**src/rtl/core/assert_macros.svh**
```systemverilog
// assertion macros used by psr_datapath
`ifndef ASSERT_MACROS_SVH
`define ASSERT_MACROS_SVH
`ifndef SYNTHESIS
`define ASSERT_IMPLIES(label, clk, rst_n, a, b) \
	label: assert property (@(posedge clk) disable iff (!rst_n) (a) |-> (b)) \
		else $error("assertion failed");
`define ASSERT_NEXT(label, clk, rst_n, a, b) \
	label: assert property (@(posedge clk) disable iff (!rst_n) (a) |=> (b)) \
		else $error("assertion failed");
`else
`define ASSERT_IMPLIES(label, clk, rst_n, a, b)
`define ASSERT_NEXT(label, clk, rst_n, a, b)
`endif
`endif

```
**src/rtl/core/psr_pkg.sv**
```systemverilog
// types, codes and widths shared by the resampler modules
package psr_pkg;
	localparam int XW  = 16;
	localparam int IW  = 15;
	localparam int SSW = 15;
	localparam int CPW = 16;
	localparam int DW  = 17;
	localparam int QW  = 34;
	localparam int RW  = 17;
	localparam int SRW = 8;

	localparam logic [1:0] FN_POINT = 2'd0;
	localparam logic [1:0] FN_BREAK = 2'd1;
	localparam logic [1:0] FN_END   = 2'd2;

	localparam logic [4:0] OP_NONE     = 5'd0;
	localparam logic [4:0] OP_LEAD     = 5'd1;
	localparam logic [4:0] OP_DIFF     = 5'd2;
	localparam logic [4:0] OP_SQX      = 5'd3;
	localparam logic [4:0] OP_SQY      = 5'd4;
	localparam logic [4:0] OP_SQRT     = 5'd5;
	localparam logic [4:0] OP_DSLOAD   = 5'd6;
	localparam logic [4:0] OP_MULX     = 5'd7;
	localparam logic [4:0] OP_DIVX     = 5'd8;
	localparam logic [4:0] OP_IXLOAD   = 5'd9;
	localparam logic [4:0] OP_MULY     = 5'd10;
	localparam logic [4:0] OP_DIVY     = 5'd11;
	localparam logic [4:0] OP_IYLOAD   = 5'd12;
	localparam logic [4:0] OP_APPEND   = 5'd13;
	localparam logic [4:0] OP_EMIT_END = 5'd14;
	localparam logic [4:0] OP_REPLACE  = 5'd15;
	localparam logic [4:0] OP_ROOT     = 5'd16;
	localparam logic [4:0] OP_ROOTLOAD = 5'd17;

	localparam logic [1:0] SEL_CLOSE  = 2'd0;
	localparam logic [1:0] SEL_BRK    = 2'd1;
	localparam logic [1:0] SEL_PT     = 2'd2;
	localparam logic [1:0] SEL_INTERP = 2'd3;

	localparam logic ADDR_STEP = 1'b0;
	localparam logic ADDR_CAP  = 1'b1;

	typedef struct packed {
		logic [4:0] op;
		logic [1:0] sel;
		logic       last;
	} cmd_t;

	typedef struct packed {
		logic [1:0] func;
		logic       have_lead;
		logic       held_brk;
		logic       at_limit;
		logic       next_brk;
		logic       far;
		logic       near_app;
		logic       loop_go;
		logic       sqrt_done;
		logic       div_done;
		logic       out_free;
		logic       root_pend;
	} stat_t;
endpackage

```
**src/rtl/core/pen_stroke_resampler.sv**
```systemverilog
// top level of the pen stroke resampler
// one item at a time; in_ready is low from acceptance until its results are queued
// point or break: appended once the output register is free; near point: squared distance, then appended or not
// far point: a square root, then per interpolated point two 17-step divides (x and y)
// a write of step_squared recomputes the root, with no item taken meanwhile
// reset is asynchronous: step 64 (root 8), capacity 4096, empty trajectory
module pen_stroke_resampler #(
	parameter int MAX_INTERP   = 62,
	parameter int LIMIT_MARGIN = 7
) (
	input  logic                          clk,
	input  logic                          arst_n,
	input  logic                          psel,
	input  logic                          penable,
	input  logic                          pwrite,
	input  logic [2:0]                    paddr,
	input  logic [31:0]                   pwdata,
	output logic [31:0]                   prdata,
	output logic                          pready,
	input  logic                          in_valid,
	output logic                          in_ready,
	input  logic [1:0]                    func,
	input  logic signed [psr_pkg::XW-1:0] x,
	input  logic signed [psr_pkg::XW-1:0] y,
	input  logic                          next_is_break,
	input  logic [psr_pkg::IW-1:0]        source_index,
	output logic                          out_valid,
	input  logic                          out_ready,
	output logic signed [psr_pkg::XW-1:0] out_x,
	output logic signed [psr_pkg::XW-1:0] out_y,
	output logic                          out_break,
	output logic [psr_pkg::IW-1:0]        out_index,
	output logic                          last
);
	psr_pkg::cmd_t  cmd;
	psr_pkg::stat_t st;

	assign pready = 1'b1;

	psr_ctrl u_ctrl (
		.clk      (clk),
		.arst_n   (arst_n),
		.in_valid (in_valid),
		.in_ready (in_ready),
		.st       (st),
		.cmd      (cmd)
	);

	psr_datapath #(
		.MAX_INTERP   (MAX_INTERP),
		.LIMIT_MARGIN (LIMIT_MARGIN)
	) u_dp (
		.clk           (clk),
		.arst_n        (arst_n),
		.cmd           (cmd),
		.st            (st),
		.in_valid      (in_valid),
		.in_ready      (in_ready),
		.func          (func),
		.x             (x),
		.y             (y),
		.next_is_break (next_is_break),
		.source_index  (source_index),
		.psel          (psel),
		.penable       (penable),
		.pwrite        (pwrite),
		.paddr         (paddr),
		.pwdata        (pwdata),
		.prdata        (prdata),
		.out_valid     (out_valid),
		.out_ready     (out_ready),
		.out_x         (out_x),
		.out_y         (out_y),
		.out_break     (out_break),
		.out_index     (out_index),
		.last          (last)
	);
endmodule

```
**src/rtl/core/psr_isqrt.sv**
```systemverilog
// iterative integer square root, two operand bits per cycle while busy
module psr_isqrt (
	input  logic                       clk,
	input  logic                       arst_n,
	input  logic                       start,
	input  logic [psr_pkg::QW-1:0]     operand,
	output logic                       busy,
	output logic                       done,
	output logic [psr_pkg::RW-1:0]     root
);
	localparam int REMW = psr_pkg::RW + 4;
	localparam int CNTW = $clog2(psr_pkg::RW + 1);

	logic [psr_pkg::QW-1:0] val_q;
	logic [REMW-1:0]        rem_q;
	logic [psr_pkg::RW-1:0] root_q;
	logic [CNTW-1:0]        cnt_q;
	logic                   busy_q;
	logic                   done_q;
	logic [REMW-1:0]        rem_sh;
	logic [REMW-1:0]        trial;
	logic                   ge;

	assign rem_sh = {rem_q[REMW-3:0], val_q[psr_pkg::QW-1 -: 2]};
	assign trial  = {2'b00, root_q, 2'b01};
	assign ge     = rem_sh >= trial;

	always_ff @(posedge clk or negedge arst_n) begin
		if (!arst_n) begin
			busy_q <= 1'b0;
			done_q <= 1'b0;
			cnt_q  <= '0;
		end else begin
			done_q <= 1'b0;
			if (start) begin
				busy_q <= 1'b1;
				cnt_q  <= CNTW'(psr_pkg::RW);
			end else if (busy_q) begin
				cnt_q <= cnt_q - 1'b1;
				if (cnt_q == CNTW'(1)) begin
					busy_q <= 1'b0;
					done_q <= 1'b1;
				end
			end
		end
	end

	always_ff @(posedge clk) begin
		if (start) begin
			val_q  <= operand;
			rem_q  <= '0;
			root_q <= '0;
		end else if (busy_q) begin
			val_q  <= {val_q[psr_pkg::QW-3:0], 2'b00};
			rem_q  <= ge ? rem_sh - trial : rem_sh;
			root_q <= {root_q[psr_pkg::RW-2:0], ge};
		end
	end

	assign busy = busy_q;
	assign done = done_q;
	assign root = root_q;
endmodule

```
**src/rtl/core/psr_div.sv**
```systemverilog
// restoring divider, one quotient bit per cycle while busy
module psr_div (
	input  logic                       clk,
	input  logic                       arst_n,
	input  logic                       start,
	input  logic [psr_pkg::QW-1:0]     dividend,
	input  logic [psr_pkg::RW-1:0]     divisor,
	output logic                       busy,
	output logic                       done,
	output logic [psr_pkg::RW-1:0]     quot
);
	localparam int CNTW = $clog2(psr_pkg::RW + 1);

	logic [psr_pkg::RW-1:0] rem_q;
	logic [psr_pkg::RW-1:0] dq_q;
	logic [psr_pkg::RW-1:0] dv_q;
	logic [CNTW-1:0]        cnt_q;
	logic                   busy_q;
	logic                   done_q;
	logic [psr_pkg::RW:0]   sh;
	logic                   ge;

	assign sh = {rem_q, dq_q[psr_pkg::RW-1]};
	assign ge = sh >= {1'b0, dv_q};

	always_ff @(posedge clk or negedge arst_n) begin
		if (!arst_n) begin
			busy_q <= 1'b0;
			done_q <= 1'b0;
			cnt_q  <= '0;
		end else begin
			done_q <= 1'b0;
			if (start) begin
				busy_q <= 1'b1;
				cnt_q  <= CNTW'(psr_pkg::RW);
			end else if (busy_q) begin
				cnt_q <= cnt_q - 1'b1;
				if (cnt_q == CNTW'(1)) begin
					busy_q <= 1'b0;
					done_q <= 1'b1;
				end
			end
		end
	end

	always_ff @(posedge clk) begin
		if (start) begin
			rem_q <= dividend[psr_pkg::QW-1 -: psr_pkg::RW];
			dq_q  <= dividend[psr_pkg::RW-1:0];
			dv_q  <= divisor;
		end else if (busy_q) begin
			rem_q <= ge ? psr_pkg::RW'(sh - {1'b0, dv_q}) : sh[psr_pkg::RW-1:0];
			dq_q  <= {dq_q[psr_pkg::RW-2:0], ge};
		end
	end

	assign busy = busy_q;
	assign done = done_q;
	assign quot = dq_q;
endmodule

```
**src/rtl/core/psr_ctrl.sv**
```systemverilog
// sequencer for the resampler datapath
module psr_ctrl (
	input  logic            clk,
	input  logic            arst_n,
	input  logic            in_valid,
	output logic            in_ready,
	input  psr_pkg::stat_t  st,
	output psr_pkg::cmd_t   cmd
);
	localparam logic [4:0] S_IDLE   = 5'd0;
	localparam logic [4:0] S_ROOTW  = 5'd1;
	localparam logic [4:0] S_DECIDE = 5'd2;
	localparam logic [4:0] S_CLOSE  = 5'd3;
	localparam logic [4:0] S_END    = 5'd4;
	localparam logic [4:0] S_ABRK   = 5'd5;
	localparam logic [4:0] S_APT    = 5'd6;
	localparam logic [4:0] S_SQX    = 5'd7;
	localparam logic [4:0] S_SQY    = 5'd8;
	localparam logic [4:0] S_CMP    = 5'd9;
	localparam logic [4:0] S_SQW    = 5'd10;
	localparam logic [4:0] S_LOOP   = 5'd11;
	localparam logic [4:0] S_DX     = 5'd12;
	localparam logic [4:0] S_DXW    = 5'd13;
	localparam logic [4:0] S_MY     = 5'd14;
	localparam logic [4:0] S_DY     = 5'd15;
	localparam logic [4:0] S_DYW    = 5'd16;
	localparam logic [4:0] S_AINT   = 5'd17;

	logic [4:0] state_q;
	logic [4:0] state_d;

	assign in_ready = (state_q == S_IDLE) && !st.root_pend;

	always_comb begin
		state_d  = state_q;
		cmd.op   = psr_pkg::OP_NONE;
		cmd.sel  = psr_pkg::SEL_PT;
		cmd.last = 1'b0;
		unique case (state_q)
			S_IDLE: begin
				if (st.root_pend) begin
					cmd.op  = psr_pkg::OP_ROOT;
					state_d = S_ROOTW;
				end else if (in_valid) begin
					state_d = S_DECIDE;
				end
			end
			S_ROOTW: begin
				if (st.sqrt_done) begin
					cmd.op  = psr_pkg::OP_ROOTLOAD;
					state_d = S_IDLE;
				end
			end
			S_DECIDE: begin
				state_d = S_IDLE;
				if (st.func == psr_pkg::FN_END) begin
					state_d = (st.have_lead && !st.held_brk) ? S_CLOSE : S_END;
				end else if (st.func == psr_pkg::FN_POINT || st.func == psr_pkg::FN_BREAK) begin
					if (!st.have_lead) begin
						cmd.op = psr_pkg::OP_LEAD;
					end else if (!st.at_limit) begin
						if (st.func == psr_pkg::FN_BREAK) begin
							state_d = S_ABRK;
						end else if (st.held_brk) begin
							state_d = S_APT;
						end else begin
							cmd.op  = psr_pkg::OP_DIFF;
							state_d = S_SQX;
						end
					end
				end
			end
			S_CLOSE: begin
				if (st.out_free) begin
					cmd.op  = psr_pkg::OP_APPEND;
					cmd.sel = psr_pkg::SEL_CLOSE;
					state_d = S_END;
				end
			end
			S_END: begin
				if (st.out_free) begin
					cmd.op   = psr_pkg::OP_EMIT_END;
					cmd.last = 1'b1;
					state_d  = S_IDLE;
				end
			end
			S_ABRK: begin
				if (st.out_free) begin
					cmd.op   = psr_pkg::OP_APPEND;
					cmd.sel  = psr_pkg::SEL_BRK;
					cmd.last = 1'b1;
					state_d  = S_IDLE;
				end
			end
			S_APT: begin
				if (st.out_free) begin
					cmd.op   = psr_pkg::OP_APPEND;
					cmd.sel  = psr_pkg::SEL_PT;
					cmd.last = 1'b1;
					state_d  = S_IDLE;
				end
			end
			S_SQX: begin
				cmd.op  = psr_pkg::OP_SQX;
				state_d = S_SQY;
			end
			S_SQY: begin
				cmd.op  = psr_pkg::OP_SQY;
				state_d = S_CMP;
			end
			S_CMP: begin
				if (st.far) begin
					cmd.op  = psr_pkg::OP_SQRT;
					state_d = S_SQW;
				end else if (st.next_brk && st.near_app) begin
					state_d = S_APT;
				end else begin
					if (st.next_brk) cmd.op = psr_pkg::OP_REPLACE;
					state_d = S_IDLE;
				end
			end
			S_SQW: begin
				if (st.sqrt_done) begin
					cmd.op  = psr_pkg::OP_DSLOAD;
					state_d = S_LOOP;
				end
			end
			S_LOOP: begin
				if (st.loop_go) begin
					cmd.op  = psr_pkg::OP_MULX;
					state_d = S_DX;
				end else begin
					state_d = S_APT;
				end
			end
			S_DX: begin
				cmd.op  = psr_pkg::OP_DIVX;
				state_d = S_DXW;
			end
			S_DXW: begin
				if (st.div_done) begin
					cmd.op  = psr_pkg::OP_IXLOAD;
					state_d = S_MY;
				end
			end
			S_MY: begin
				cmd.op  = psr_pkg::OP_MULY;
				state_d = S_DY;
			end
			S_DY: begin
				cmd.op  = psr_pkg::OP_DIVY;
				state_d = S_DYW;
			end
			S_DYW: begin
				if (st.div_done) begin
					cmd.op  = psr_pkg::OP_IYLOAD;
					state_d = S_AINT;
				end
			end
			S_AINT: begin
				if (st.out_free) begin
					cmd.op  = psr_pkg::OP_APPEND;
					cmd.sel = psr_pkg::SEL_INTERP;
					state_d = S_LOOP;
				end
			end
			default: state_d = S_IDLE;
		endcase
	end

	always_ff @(posedge clk or negedge arst_n) begin
		if (!arst_n) begin
			state_q <= S_IDLE;
		end else begin
			state_q <= state_d;
		end
	end
endmodule

```
**src/rtl/core/psr_datapath.sv**
```systemverilog
// resampler registers, arithmetic, held item and output register
`include "assert_macros.svh"
module psr_datapath #(
	parameter int MAX_INTERP   = 62,
	parameter int LIMIT_MARGIN = 7
) (
	input  logic                          clk,
	input  logic                          arst_n,
	input  psr_pkg::cmd_t                 cmd,
	output psr_pkg::stat_t                st,
	input  logic                          in_valid,
	input  logic                          in_ready,
	input  logic [1:0]                    func,
	input  logic signed [psr_pkg::XW-1:0] x,
	input  logic signed [psr_pkg::XW-1:0] y,
	input  logic                          next_is_break,
	input  logic [psr_pkg::IW-1:0]        source_index,
	input  logic                          psel,
	input  logic                          penable,
	input  logic                          pwrite,
	input  logic [2:0]                    paddr,
	input  logic [31:0]                   pwdata,
	output logic [31:0]                   prdata,
	output logic                          out_valid,
	input  logic                          out_ready,
	output logic signed [psr_pkg::XW-1:0] out_x,
	output logic signed [psr_pkg::XW-1:0] out_y,
	output logic                          out_break,
	output logic [psr_pkg::IW-1:0]        out_index,
	output logic                          last
);
	localparam int CW = $clog2(MAX_INTERP + 1);
	localparam int XW = psr_pkg::XW;
	localparam int IW = psr_pkg::IW;
	localparam int DW = psr_pkg::DW;
	localparam int QW = psr_pkg::QW;
	localparam int RW = psr_pkg::RW;
	localparam int PW = DW + RW + 1;

	logic [psr_pkg::SSW-1:0] step_sq_q;
	logic [psr_pkg::CPW-1:0] cap_q;
	logic [psr_pkg::SRW-1:0] root_q;
	logic                    root_pend_q;
	logic [1:0]              func_q;
	logic signed [XW-1:0]    x_q;
	logic signed [XW-1:0]    y_q;
	logic                    nb_q;
	logic [IW-1:0]           src_q;
	logic signed [XW-1:0]    held_x_q;
	logic signed [XW-1:0]    held_y_q;
	logic                    held_brk_q;
	logic [IW-1:0]           held_idx_q;
	logic                    have_lead_q;
	logic [psr_pkg::CPW-1:0] count_q;
	logic [IW-1:0]           last_src_q;
	logic signed [DW-1:0]    dx_q;
	logic signed [DW-1:0]    dy_q;
	logic [QW-1:0]           acc_q;
	logic signed [XW-1:0]    rx_q;
	logic signed [XW-1:0]    ry_q;
	logic [RW-1:0]           ds_q;
	logic [RW:0]             h_q;
	logic [CW-1:0]           cnt_q;
	logic signed [PW-1:0]    prod_q;
	logic                    neg_q;
	logic [XW-1:0]           ix_q;
	logic [XW-1:0]           iy_q;
	logic                    out_valid_q;
	logic cfg_wr;
	logic [psr_pkg::CPW-1:0] limit;
	logic signed [2*DW-1:0]  sq;
	logic signed [PW-1:0]    prod_d;
	logic [PW-1:0]           mag;
	logic [XW-1:0]           qoff;
	logic                    sq_start;
	logic [QW-1:0]           sq_opnd;
	logic                    sq_busy;
	logic                    sq_done;
	logic [RW-1:0]           sq_root;
	logic                    dv_start;
	logic                    dv_busy;
	logic                    dv_done;
	logic [RW-1:0]           dv_quot;
	logic [XW-1:0]           nx;
	logic [XW-1:0]           ny;
	logic                    nbrk;
	logic [IW-1:0]           nidx;
	logic                    in_acc;
	logic                    is_app;

	assign cfg_wr = psel && penable && pwrite;
	assign prdata = (paddr[2] == psr_pkg::ADDR_CAP) ? {16'd0, cap_q} : {17'd0, step_sq_q};
	assign in_acc = in_valid && in_ready;
	assign is_app = (cmd.op == psr_pkg::OP_APPEND) || (cmd.op == psr_pkg::OP_EMIT_END);

	assign limit = (cap_q > psr_pkg::CPW'(LIMIT_MARGIN)) ?
		cap_q - psr_pkg::CPW'(LIMIT_MARGIN) : '0;

	assign sq     = (cmd.op == psr_pkg::OP_SQX) ? dx_q * dx_q : dy_q * dy_q;
	assign prod_d = ((cmd.op == psr_pkg::OP_MULX) ? dx_q : dy_q) *
		$signed({1'b0, h_q[RW-1:0]});
	assign mag    = prod_q[PW-1] ? PW'(-prod_q) : PW'(prod_q);
	assign qoff   = neg_q ? XW'(-dv_quot[XW-1:0]) : dv_quot[XW-1:0];

	assign sq_start = (cmd.op == psr_pkg::OP_SQRT) || (cmd.op == psr_pkg::OP_ROOT);
	assign sq_opnd  = (cmd.op == psr_pkg::OP_ROOT) ? QW'(step_sq_q) : acc_q;
	assign dv_start = (cmd.op == psr_pkg::OP_DIVX) || (cmd.op == psr_pkg::OP_DIVY);

	psr_isqrt u_isqrt (
		.clk     (clk),
		.arst_n  (arst_n),
		.start   (sq_start),
		.operand (sq_opnd),
		.busy    (sq_busy),
		.done    (sq_done),
		.root    (sq_root)
	);

	psr_div u_div (
		.clk      (clk),
		.arst_n   (arst_n),
		.start    (dv_start),
		.dividend (mag[QW-1:0]),
		.divisor  (ds_q),
		.busy     (dv_busy),
		.done     (dv_done),
		.quot     (dv_quot)
	);

	always_comb begin
		nx   = x_q;
		ny   = y_q;
		nbrk = 1'b0;
		nidx = src_q;
		case (cmd.sel)
			psr_pkg::SEL_CLOSE: begin
				nx   = '0;
				ny   = '0;
				nbrk = 1'b1;
				nidx = last_src_q;
			end
			psr_pkg::SEL_BRK: begin
				ny   = '0;
				nbrk = 1'b1;
			end
			psr_pkg::SEL_INTERP: begin
				nx   = ix_q;
				ny   = iy_q;
				nidx = (h_q < {2'b00, ds_q[RW-1:1]}) ? held_idx_q : src_q;
			end
			default: ;
		endcase
	end

	always_ff @(posedge clk or negedge arst_n) begin
		if (!arst_n) begin
			step_sq_q   <= psr_pkg::SSW'(64);
			cap_q       <= psr_pkg::CPW'(4096);
			root_q      <= psr_pkg::SRW'(8);
			root_pend_q <= 1'b0;
			held_x_q    <= '0;
			held_y_q    <= '0;
			held_brk_q  <= 1'b1;
			held_idx_q  <= '0;
			have_lead_q <= 1'b0;
			count_q     <= '0;
			last_src_q  <= '0;
			out_valid_q <= 1'b0;
		end else begin
			if (cmd.op == psr_pkg::OP_ROOT) root_pend_q <= 1'b0;
			if (cfg_wr) begin
				if (paddr[2] == psr_pkg::ADDR_STEP) begin
					step_sq_q   <= pwdata[psr_pkg::SSW-1:0];
					root_pend_q <= 1'b1;
				end else begin
					cap_q <= pwdata[psr_pkg::CPW-1:0];
				end
			end
			if (cmd.op == psr_pkg::OP_ROOTLOAD) begin
				root_q <= (sq_root <= RW'(1)) ? psr_pkg::SRW'(2) : sq_root[psr_pkg::SRW-1:0];
			end
			if (out_valid_q && out_ready) out_valid_q <= 1'b0;
			if (is_app) out_valid_q <= 1'b1;
			case (cmd.op)
				psr_pkg::OP_LEAD: begin
					have_lead_q <= 1'b1;
					held_x_q    <= '0;
					held_y_q    <= '0;
					held_brk_q  <= 1'b1;
					held_idx_q  <= src_q;
					last_src_q  <= src_q;
				end
				psr_pkg::OP_DIFF: last_src_q <= src_q;
				psr_pkg::OP_REPLACE: begin
					held_x_q   <= x_q;
					held_y_q   <= y_q;
					held_idx_q <= src_q;
				end
				psr_pkg::OP_APPEND: begin
					held_x_q   <= nx;
					held_y_q   <= ny;
					held_brk_q <= nbrk;
					held_idx_q <= nidx;
					if (count_q != '1) count_q <= count_q + 1'b1;
					if (cmd.sel == psr_pkg::SEL_BRK || cmd.sel == psr_pkg::SEL_PT) begin
						last_src_q <= src_q;
					end
				end
				psr_pkg::OP_EMIT_END: begin
					held_x_q    <= '0;
					held_y_q    <= '0;
					held_brk_q  <= 1'b1;
					held_idx_q  <= '0;
					have_lead_q <= 1'b0;
					count_q     <= '0;
					last_src_q  <= '0;
				end
				default: ;
			endcase
		end
	end

	always_ff @(posedge clk) begin
		if (in_acc) begin
			func_q <= func;
			x_q    <= x;
			y_q    <= y;
			nb_q   <= next_is_break;
			src_q  <= source_index;
		end
		if (is_app) begin
			out_x     <= (cmd.op == psr_pkg::OP_EMIT_END && held_brk_q) ? '0 : held_x_q;
			out_y     <= held_y_q;
			out_break <= held_brk_q;
			out_index <= held_idx_q;
			last      <= cmd.last;
		end
		case (cmd.op)
			psr_pkg::OP_DIFF: begin
				dx_q <= DW'(x_q) - DW'(held_x_q);
				dy_q <= DW'(y_q) - DW'(held_y_q);
			end
			psr_pkg::OP_SQX: acc_q <= QW'(sq);
			psr_pkg::OP_SQY: acc_q <= acc_q + QW'(sq);
			psr_pkg::OP_SQRT: begin
				rx_q <= held_x_q;
				ry_q <= held_y_q;
			end
			psr_pkg::OP_DSLOAD: begin
				ds_q  <= sq_root;
				h_q   <= (RW+1)'(root_q);
				cnt_q <= '0;
			end
			psr_pkg::OP_MULX, psr_pkg::OP_MULY: prod_q <= prod_d;
			psr_pkg::OP_DIVX, psr_pkg::OP_DIVY: neg_q <= prod_q[PW-1];
			psr_pkg::OP_IXLOAD: ix_q <= rx_q + qoff;
			psr_pkg::OP_IYLOAD: iy_q <= ry_q + qoff;
			psr_pkg::OP_APPEND: begin
				if (cmd.sel == psr_pkg::SEL_INTERP) begin
					h_q   <= h_q + (RW+1)'(root_q);
					cnt_q <= cnt_q + 1'b1;
				end
			end
			default: ;
		endcase
	end

	assign out_valid = out_valid_q;

	assign st.func      = func_q;
	assign st.have_lead = have_lead_q;
	assign st.held_brk  = held_brk_q;
	assign st.at_limit  = count_q >= limit;
	assign st.next_brk  = nb_q;
	assign st.far       = QW'(step_sq_q) < acc_q;
	assign st.near_app  = acc_q > QW'(step_sq_q[psr_pkg::SSW-1:2]);
	assign st.loop_go   = (h_q < {1'b0, ds_q}) && !(count_q >= limit) &&
		(cnt_q < CW'(MAX_INTERP));
	assign st.sqrt_done = sq_done;
	assign st.div_done  = dv_done;
	assign st.out_free  = !out_valid_q || out_ready;
	assign st.root_pend = root_pend_q;

	`ASSERT_IMPLIES(a_app_free, clk, arst_n, is_app, !out_valid_q || out_ready)
	`ASSERT_IMPLIES(a_acc_quiet, clk, arst_n, in_acc, !sq_busy && !dv_busy && !root_pend_q)
	`ASSERT_NEXT(a_root_pend, clk, arst_n, cfg_wr && paddr[2] == psr_pkg::ADDR_STEP, root_pend_q)
endmodule

```
**config.mk**
```make
export PLATFORM = sky130hd
export DESIGN_NAME = pen_stroke_resampler
export DESIGN_NICKNAME = d
export VERILOG_FILES = /design/src/rtl/core/psr_pkg.sv /design/src/rtl/core/pen_stroke_resampler.sv /design/src/rtl/core/psr_isqrt.sv /design/src/rtl/core/psr_div.sv /design/src/rtl/core/psr_ctrl.sv /design/src/rtl/core/psr_datapath.sv
export VERILOG_INCLUDE_DIRS = /design/src /design/src/rtl/core
export SDC_FILE = /design/constraint.sdc
export NUM_CORES = 2
export LEC_CHECK = 0
export ABC_AREA = 0
export BUFFER_PORTS_ARGS = -buffer_cell sky130_fd_sc_hd__clkbuf_2
export CAP_MARGIN = 10
export CORE_MARGIN = 1
export CORE_UTILIZATION = 53
export DETAILED_ROUTE_END_ITERATION = 6
export GPL_TIMING_DRIVEN = 0
export PLACE_DENSITY = 0.67
export SYNTH_ARGS = -nofsm -noshare
export SYNTH_HDL_FRONTEND = slang
export SYNTH_HIERARCHICAL = 1
export SYNTH_SLANG_ARGS = --single-unit
```
**constraint.sdc**
```tcl
create_clock -name clk -period 31.6 [get_ports clk]
set_input_delay 1.58 -clock clk [delete_from_list [all_inputs] [get_ports clk]]
set_output_delay 1.58 -clock clk [all_outputs]
set_load 0.05 [all_outputs]
```
==> impl_results.html <==
<table>
<tr><th>Metric</th><th>Value</th></tr>
<tr><th colspan="2">Run status</th></tr>
<tr><td>Run status</td><td>completed</td></tr>
<tr><th colspan="2">Detailed routing</th></tr>
<tr><td>Total length of routed wires</td><td>171000 um</td></tr>
<tr><td>Routed len/inst</td><td>20.9 um</td></tr>
<tr><td>Detailed-routing iteration count for the pre-antenna-repair pass</td><td>6</td></tr>
<tr><td>Residual DRC</td><td>0</td></tr>
<tr><td>Number of vias per cell after detailed routing</td><td>5.54</td></tr>
<tr><td>Residual antenna-violating net count after detailed routing</td><td>0</td></tr>
<tr><td>Total via count after detailed routing</td><td>45200</td></tr>
<tr><td>Starting DRC count in detailed routing</td><td>3288</td></tr>
<tr><th colspan="2">Placed design</th></tr>
<tr><td>Placed cell count</td><td>8032</td></tr>
<tr><td>Number of port buffers</td><td>140</td></tr>
<tr><td>HPWL Detailed</td><td>140000 um</td></tr>
<tr><td>Placer Congestion</td><td>0.947</td></tr>
<tr><th colspan="2">Floorplan</th></tr>
<tr><td>Initial core utilization</td><td>53.4%</td></tr>
<tr><td>Die Width</td><td>347 um</td></tr>
<tr><td>CORE AREA</td><td>0.118 mm2</td></tr>
<tr><td>Die Height</td><td>347 um</td></tr>
<tr><td>Number of top-level pins</td><td>176</td></tr>
<tr><td>Area enclosed by the die boundary</td><td>0.120 mm2</td></tr>
<tr><td>Count of standard-cell rows</td><td>126</td></tr>
<tr><th colspan="2">Clocking</th></tr>
<tr><td>Post-CTS setup buffer count</td><td>0</td></tr>
<tr><td>Skew-Pair Late Insertion Delay</td><td>0.70 ns</td></tr>
<tr><td>Clock root buffer</td><td>sky130_fd_sc_hd__clkbuf_16</td></tr>
<tr><td>Resized Gates After CTS</td><td>0</td></tr>
<tr><td>Buffer depth of the longest clock path</td><td>3</td></tr>
<tr><td>Clock-pin slew on the worst setup and hold paths</td><td>0.06 ns</td></tr>
<tr><td>Level count of the clock H-tree</td><td>2</td></tr>
<tr><td>CTS hold repair buffers</td><td>0</td></tr>
<tr><td># clock sinks</td><td>569</td></tr>
<tr><td>CTS Buf Count</td><td>61</td></tr>
<tr><td>CTS tree</td><td>yes</td></tr>
<tr><th colspan="2">STA</th></tr>
<tr><td>Number of failing hold endpoints at the final stage</td><td>0</td></tr>
<tr><td>Setup total negative slack</td><td>0 ns</td></tr>
<tr><td>Final clock skew</td><td>0.0564 ns</td></tr>
<tr><td>Setup violators final</td><td>0</td></tr>
<tr><td>Worst max-slew margin expressed relative to the limit</td><td>10.2%</td></tr>
<tr><td>Ratio of final minimum period to clock period</td><td>48.2%</td></tr>
<tr><td>Max Slew Vio Count</td><td>0</td></tr>
<tr><td>Transition time at the pin with the least slew margin</td><td>1.34 ns</td></tr>
<tr><td>Fin crit period</td><td>15.23 ns</td></tr>
<tr><td>Highest clock frequency the design can meet</td><td>65.7 MHz</td></tr>
<tr><td>Unrepaired setup endpoints after global routing</td><td>false</td></tr>
<tr><td>WHS</td><td>0.445 ns</td></tr>
<tr><th colspan="2">Logic synthesis</th></tr>
<tr><td>Synthesized area per cell</td><td>9.97 um2</td></tr>
<tr><td>Count of flip-flops with a built-in enable after synthesis</td><td>393</td></tr>
<tr><td>Synth top area share</td><td>26.8%</td></tr>
<tr><td>Proportion of register bits with asynchronous set or reset after synthesis</td><td>24.6%</td></tr>
<tr><td>Most instantiated flip-flop cell in the synthesis netlist</td><td>sky130_fd_sc_hd__edfxtp_1</td></tr>
<tr><td>Yosys reg bits</td><td>569</td></tr>
<tr><td>Cell count after synthesis</td><td>6320</td></tr>
<tr><td>Proportion of synthesized chip area in sequential cells</td><td>25.4%</td></tr>
<tr><td>Distinct cells, synth</td><td>118</td></tr>
<tr><td>Yosys top cell by area</td><td>sky130_fd_sc_hd__fa_1</td></tr>
<tr><td>Synthesized area</td><td>0.0630 mm2</td></tr>
<tr><td>Count of warnings emitted by yosys</td><td>6</td></tr>
<tr><td>Synth top area cells</td><td>sky130_fd_sc_hd__fa_1, sky130_fd_sc_hd__edfxtp_1, sky130_fd_sc_hd__ha_1</td></tr>
<tr><th colspan="2">Final layout</th></tr>
<tr><td>Leading cell types in the layout, fill and taps excluded</td><td>sky130_fd_sc_hd__inv_1, sky130_fd_sc_hd__fa_1, sky130_fd_sc_hd__nand2_1</td></tr>
<tr><td>Final standard cell utilization of the core</td><td>57.9%</td></tr>
<tr><td>Most frequent standard cell in the layout excluding fill and tap cells</td><td>sky130_fd_sc_hd__inv_1</td></tr>
<tr><td>Net count of the finished layout</td><td>7985</td></tr>
<tr><td>Number of cells in the finished layout apart from fillers</td><td>8154</td></tr>
<tr><td>Fraction of final layout cells with drive strength greater than 1</td><td>7.98%</td></tr>
<tr><td>Synth-to-Final Area Change</td><td>8.34%</td></tr>
<tr><th colspan="2">Worst setup path</th></tr>
<tr><td>Slowest stage cell, crit path</td><td>sky130_fd_sc_hd__a311oi_1</td></tr>
<tr><td>Start-to-end type of the worst setup path</td><td>reg -&gt; reg</td></tr>
<tr><td>Startpoint kind of the worst setup timing path</td><td>flip-flop</td></tr>
<tr><td>Critical Path Fanout Max</td><td>10</td></tr>
<tr><td>Largest incremental delay on the critical path</td><td>0.93 ns</td></tr>
<tr><td>Required arrival time at the worst endpoint</td><td>32.03 ns</td></tr>
<tr><td>Arr. time, crit path</td><td>15.67 ns</td></tr>
<tr><td>Crit. End Element</td><td>flip-flop</td></tr>
<tr><td>CP most frequent cell</td><td>sky130_fd_sc_hd__a21o_1</td></tr>
<tr><th colspan="2">Run</th></tr>
<tr><td>Maxcap violations</td><td>0</td></tr>
<tr><th colspan="2">Global route</th></tr>
<tr><td>GRT Overall Usage</td><td>29.1%</td></tr>
<tr><td>Global-route wire length before repair</td><td>270000 um</td></tr>
<tr><td>Antenna violations before repair</td><td>11</td></tr>
<tr><td>GRT overflow</td><td>0</td></tr>
<tr><td>Via count of the first global-routing pass</td><td>47100</td></tr>
<tr><td>Pin count of the biggest net entering global routing</td><td>90</td></tr>
<tr><th colspan="2">Min path</th></tr>
<tr><td>Path class of the lowest-slack min-delay path</td><td>reg -&gt; reg</td></tr>
</table>
logic make-up (layout without fill, tap and decap cells):
kind of cell / Yosys count / after routing / share of synthesized area (%)
adder cells (fa/ha/maj): 1332 / 1332 / 36.5
XOR/XNOR: 319 / 319 / 4.44
other: 2 / 21 / 0.0119
multiplexers: 181 / 181 / 3.17
AND/OR/NAND/NOR: 1561 / 1561 / 12.0
AO/OA/AOI/OAI: 907 / 907 / 9.45
buffers and inverters: 1449 / 1728 / 9.03
flip-flops: 569 / 569 / 25.4
cells in the mapped netlist (91+ instances only):
cell	instances
sky130_fd_sc_hd__edfxtp_1	393
sky130_fd_sc_hd__a21o_1	91
sky130_fd_sc_hd__a21oi_1	241
sky130_fd_sc_hd__clkbuf_1	174
sky130_fd_sc_hd__xor2_1	101
sky130_fd_sc_hd__fa_1	842
sky130_fd_sc_hd__nand2_1	614
sky130_fd_sc_hd__dfrtp_1	136
sky130_fd_sc_hd__ha_1	490
sky130_fd_sc_hd__inv_1	1216
sky130_fd_sc_hd__and2_1	245
sky130_fd_sc_hd__mux2_2	121
sky130_fd_sc_hd__o21ai_0	188
sky130_fd_sc_hd__nor2_1	272
sky130_fd_sc_hd__xnor2_1	218
cell type report:
class	instances	area (um2)
diodes	4	10.0
plain buffers	230	1110
clock buffers	87	1840
clock inverters	29	295
fillers	10300	49700
inverters	1219	4580
multi-input cells	4317	41400
flip-flops and latches	569	16000
well taps	1536	1920
repair buffers	163	1060
per-layer routing:
layer | global-route usage, % | share of wire (%)
met1 | 39.2 | 42
met2 | 47.5 | 47
met3 | 4.55 | 6.7
met4 | 10.8 | 4.0
met5 | 0 | 0.028
final timing paths:
| check | depth (start not counted) | end | slack, ns | from |
|---|---|---|---|---|
| worst max-delay path | 52 | u_dp/prod_q[33]$_DFFE_PP_ | 16.37 | u_dp/cap_q[11]$_DFFE_PN0P_ |
| worst min-delay path | 0 | u_dp/out_index[11]$_DFFE_PN_ | 0.44 | u_dp/held_idx_q[11]$_DFFE_PN0P_ |
| worst max register to register | 52 | u_dp/prod_q[33]$_DFFE_PP_ | 16.37 | u_dp/cap_q[11]$_DFFE_PN0P_ |
| worst min register to register | 0 | u_dp/out_index[11]$_DFFE_PN_ | 0.44 | u_dp/held_idx_q[11]$_DFFE_PN0P_ |
| max in group asynchronous | 2 | u_dp/count_q[14]$_DFFE_PN0P_ | 29.82 | arst_n |
| min in group asynchronous | 1 | u_dp/last_src_q[13]$_DFFE_PN0P_ | 0.86 | arst_n |
worst max-delay path: cells and delay by family, from the launching register on:
family                   cells  cell delay, ns
AO/OA/AOI/OAI               22            5.28
adder cells (fa/ha/maj)      8            3.68
AND/OR/NAND/NOR             12            3.49
buffers and inverters        9            1.79
flip-flops                   1            0.47
XOR/XNOR                     1            0.26
state kept, by name, summed over array words and instances, names as in the netlist, 17 cells and up:
signal and flops:
u_dp/u_isqrt/rem_q 19, u_dp/u_div/rem_q 17, u_dp/ds_q 17, u_dp/dy_q 17, u_dp/h_q 18, u_dp/dx_q 17
u_dp/u_isqrt/val_q 34, u_dp/u_div/quot 17, u_dp/u_div/dv_q 17, u_dp/acc_q 34, u_dp/u_isqrt/root 17, u_dp/prod_q 35
metrics by stage:
step | setup slack (ns) | cell area (um2)
after floorplan | 19.76 | 63000
after global placement | 16.17 | 65700
after detailed placement | 16.46 | 66100
after CTS | 16.44 | 68200
after global routing | 15.70 | 68200
final | 16.37 | 68200
Power is left out: the tool's default activity adds up to more than one toggle a clock period on the data nets, which glitch-free logic cannot reach.
